<file path="config.mk">
export PLATFORM = sky130hd
export DESIGN_NAME = rei_sqrt_cell
export DESIGN_NICKNAME = d
export VERILOG_FILES = /design/src/assert_macros.svh /design/src/rei_sqrt_cell.sv
export SDC_FILE = /design/constraint.sdc
export NUM_CORES = 1
export LEC_CHECK = 0
export ABC_AREA = 1
export BUFFER_PORTS_ARGS = -buffer_cell sky130_fd_sc_hd__buf_2
export CORE_AREA = 2 2 225 227
export DETAILED_ROUTE_END_ITERATION = 16
export DIE_AREA = 0 0 227 229
export GPL_TIMING_DRIVEN = 0
export PLACE_DENSITY = 0.49
export SLEW_MARGIN = 0
export SYNTH_ARGS = -nofsm -noshare
export SYNTH_HDL_FRONTEND = slang
export SYNTH_SLANG_ARGS = --single-unit
</file>
<file path="constraint.sdc">
create_clock -name clock -period 2.35 [get_ports clock]
set_input_delay 0.235 -clock clock [delete_from_list [all_inputs] [get_ports clock]]
set_output_delay 0.235 -clock clock [all_outputs]
set_load 0.01 [all_outputs]
</file>
<file path="src/assert_macros.svh">
// Assertion macros shared by the ray/ellipsoid intersection RTL.
// Simulation builds get concurrent assertions; synthesis builds get nothing.
`ifndef ASSERT_MACROS_SVH
`define ASSERT_MACROS_SVH
`ifndef SYNTHESIS
`define REI_ASSERT(name, clk, rst, prop) \
   name: assert property (@(posedge clk) disable iff (rst) prop) \
      else $error("ray ellipsoid intersect assertion failed");
`define REI_ASSERT_NORST(name, clk, prop) \
   name: assert property (@(posedge clk) prop) \
      else $error("ray ellipsoid intersect assertion failed");
`else
`define REI_ASSERT(name, clk, rst, prop)
`define REI_ASSERT_NORST(name, clk, prop)
`endif
`endif

</file>
<file path="src/rei_sqrt_cell.sv">
// One digit-by-digit square root cell: produces one root bit per cycle while en is high.
// Instantiated as a row in the top level; no package dependency.
`default_nettype none

module rei_sqrt_cell #(
   parameter int RW = 40,
   parameter int SB_W = 128
) (
   input  wire logic              clock,
   input  wire logic              reset,
   input  wire logic              en,
   input  wire logic              vld_i,
   input  wire logic [RW+1:0]     rem_i,
   input  wire logic [RW-1:0]     root_i,
   input  wire logic [2*RW-1:0]   op_i,
   input  wire logic [SB_W-1:0]   sb_i,
   output logic                   vld_o,
   output logic [RW+1:0]          rem_o,
   output logic [RW-1:0]          root_o,
   output logic [2*RW-1:0]        op_o,
   output logic [SB_W-1:0]        sb_o
);

   localparam int OPW = 2 * RW;

   logic            vld_ff;
   logic [RW+1:0]   rem_ff, rem_in;
   logic [RW-1:0]   root_ff, root_in;
   logic [OPW-1:0]  op_ff, op_in;
   logic [SB_W-1:0] sb_ff;
   logic [RW+3:0]   trial;
   logic [RW+3:0]   tst;
   logic [RW+3:0]   diff;
   logic            ge;

   always_comb begin
      trial   = {rem_i, op_i[OPW-1:OPW-2]};
      tst     = {2'b00, root_i, 2'b01};
      diff    = trial - tst;
      ge      = trial >= tst;
      rem_in  = ge ? diff[RW+1:0] : trial[RW+1:0];
      root_in = {root_i[RW-2:0], ge};
      op_in   = {op_i[OPW-3:0], 2'b00};
   end

   always_ff @(posedge clock) begin
      if (reset) begin
         vld_ff <= 1'b0;
      end else if (en) begin
         vld_ff <= vld_i;
      end
   end

   always_ff @(posedge clock) begin
      if (en) begin
         rem_ff  <= rem_in;
         root_ff <= root_in;
         op_ff   <= op_in;
         sb_ff   <= sb_i;
      end
   end

   assign vld_o  = vld_ff;
   assign rem_o  = rem_ff;
   assign root_o = root_ff;
   assign op_o   = op_ff;
   assign sb_o   = sb_ff;

endmodule

`default_nettype wire

</file>
==> reports/metrics.cfg <==
[synthesis]
ys_warn_count = 0
ys_types = 31
synth.avg_cell_area_um2 = 11.0
ys_seq_area_frac = 0.682
synth_cells = 1153
synth_top_area_cell = edfxtp_1
ys_seq_elements = 289
synth.top_cell.area_share = 0.680
synthTopCellsByArea = edfxtp_1 (68%), nand2_1 (11%), inv_1 (5.4%)
syn-cell-area_mm2 = 0.0127

[die]
die_height_um = 229
io_pins = 585
rows = 82
dieArea_mm2 = 0.0520
design.core.area_mm2 = 0.0497
start_util = 0.256
fp.dieW_um = 227

[placement]
pre_cts_slack_ns = -0.267
portBuffers = 582
gp_congestion = 0.926
hpwl_um = 41600

[power_and_ir_drop]
power.internal_mw = 10.6
power_density_mw_per_mm2 = 696
ir_worst_vdd_mv = 0.470
clkPwrFrac = 0.372
pwr-share-seq = 0.438
comb_power_share = 0.190
switching_power_mw = 3.89
p_leak_nw = 9.68
power_mw = 14.5
swShare = 0.269

[final_layout]
drive_gt1_frac = 0.332
fillCellCount = 4858
multi_input_area_mm2 = 0.00346
area_delta_synth_final_pct = 63.3
mostFrequentLayoutCells = buf_2 (581), nand2_1 (382), edfxtp_1 (288), dlygate4sd3_1 (281), inv_1 (184)
fin_nets = 2396
final_common_cell = buf_2
seqCellArea_mm2 = 0.00867

[clock_network]
path_clk_slew_ns = 0.05
clockRootBuffer = clkbuf_16
clock_path_buffers = 3
clock_latency_ns = 0.52
numCtsBuffers = 36
cts_sinks = 289
htree_levels = 2
tritoncts = built

[sta]
maxSlewViolCount = 0
setup_viol = 0
fmax_ghz = 0.435
fin_crit_sh = 0.978
fin_crit_ns = 2.30
setup_ws_ns = 0.0512
slew-limit-headroom = 0.549
finalHoldViolations = 0
tightest_slew_ns = 0.676
skew_ns = 0

[worst_setup_path]
slowest_delay_ns = 0.54
crit_fanout = 10
path_class = in2reg
worstPathCellList = dlygate4sd3_1, buf_2, inv_1, ha_4, nand2_1, nor2_4, nand2_1, nor2_1, nand2_1, nand2_2, nand2_2, nand2_8, inv_8, buf_6, nand2_1, nand2_1
critPathArrivalTime_ns = 2.56
slowest_stage = dlygate4sd3_1
start_kind = input port
endpoint_kind = flip-flop
path_common_cell = nand2_1
cp.required_ns = 2.61

[drt]
vias_per_cell = 4.20
routedWlPerCell_um = 19.4
via_count = 11614
remaining_drc_errors = 0
wl_um = 53700
drt_iter0_markers = 478
drt-pass1-iter-count = 5
ant_nets = 0

[global_routing]
globalRouteTotalUtil = 0.199
grt_pass1_wl_um = 75600
grt_pass1_vias = 11805
grt_max_degree = 123
gr-total-overflow = 0
antenna_found_initial = 20

[run]
maxCapViolations = 0

[worst_hold_path]
hold_class = in2reg

[run_status]
outcome = complete, no violations

## metal layers
metal | up-vias | GRT usage | share of wire
met1 | 5440 | 0.230 | 0.39
li1 | 5612 | - | -
met3 | 118 | 0.0449 | 0.068
met2 | 434 | 0.351 | 0.50
met4 | 10 | 0.0862 | 0.043
met5 | - | 0 | 0.0011
## stage by stage
step / setup TNS (ns) / utilization / cells / cell area [um2] / hold WS [ns]
after global placement: -912.55 / 0.332 / 2408 / 16500 / 0.412
after floorplan: 0 / - / 1154 / 12700 / 0.307
final: 0 / 0.418 / 2766 / 20800 / 0.0384
after CTS: 0 / 0.413 / 2755 / 20500 / 0.0102
after detailed placement: -7.92 / 0.333 / 2410 / 16500 / 0.413
after global routing: -0.110 / 0.418 / 2764 / 20800 / 0.0195
## power by group through the flow
| stage | registers (mW) | clock network (mW) | logic (mW) |
|---|---|---|---|
| after floorplan | 6.71 | 0 | 0.784 |
| after global placement | 6.48 | 0 | 2.28 |
| after detailed placement | 6.44 | 0 | 2.30 |
| after CTS | 6.34 | 5.57 | 2.71 |
| after global routing | 6.39 | 5.73 | 2.99 |
| final | 6.34 | 5.37 | 2.75 |
## synth_stat cells
cell and instances:
nand2_1 386, edfxtp_1 288, inv_1 184, nor2_1 73
nand3_1 55, ha_1 42, a21oi_1 32, xor2_1 22
o21ai_0 13, nor2_2 7, buf_6 6, o21bai_1 6
nand3b_1 5, nand4_1 5, buf_4 4, nor3_1 4
and2_1 3, nand2_2 3, nor4_1 3, a211oi_1 1
a21oi_2 1, conb_1 1, dfxtp_1 1, inv_2 1
inv_4 1, mux2i_1 1, nand2_4 1, nand3_2 1
nor2_4 1, or2_1 1, or2_2 1
## cell type report
type	count	share of cell area
clock inverters	20	0.00813
diodes	8	0.000964
plain buffers	10	0.00578
clock buffers	44	0.0469
repair buffers	868	0.280
flip-flops and latches	289	0.417
inverters	186	0.0340
multi-input cells	669	0.167
well taps	672	0.0405
## worst max-delay path, delay by kind of cell
kind | cells | cell delay (ns)
AND/OR/NAND/NOR | 10 | 1.11
buffers and inverters | 5 | 0.92
adder cells (fa/ha/maj) | 1 | 0.29
## repair_timing
| action | in CTS | in global routing |
|---|---|---|
| buffers inserted | 0 | 3 |
| gates resized for setup | 0 | 45 |
| hold endpoints to repair | 280 | 0 |
| setup endpoints to repair | 0 | 40 |
| hold buffers | 281 | 0 |
## cells by family after synthesis
group,synth area share
and+or+nand+nor,0.176
DFF,0.682
buffers and inverters,0.0628
AOI/OAI and AO/OA,0.0225
adders and majority gates,0.0413
xor gates and xnor gates,0.0152
other,0.000295
muxes,0.000787
## state kept, by name (all words and copies together), names as in the netlist
name / flops
vld_o: 1
root_o: 40
rem_o: 42
sb_o: 128
op_o: 78
## path summary, 6_finish.rpt
check,from,to,slack (ns),depth (start not counted)
worst max register to register,vld_o,vld_o,1.21,3
worst max-delay path,root_i[22],rem_o[16],0.05,16
worst min-delay path,rem_i[4],rem_o[6],0.04,3
worst min register to register,vld_o,vld_o,1.04,3
(Power assumes the default switching activity.)
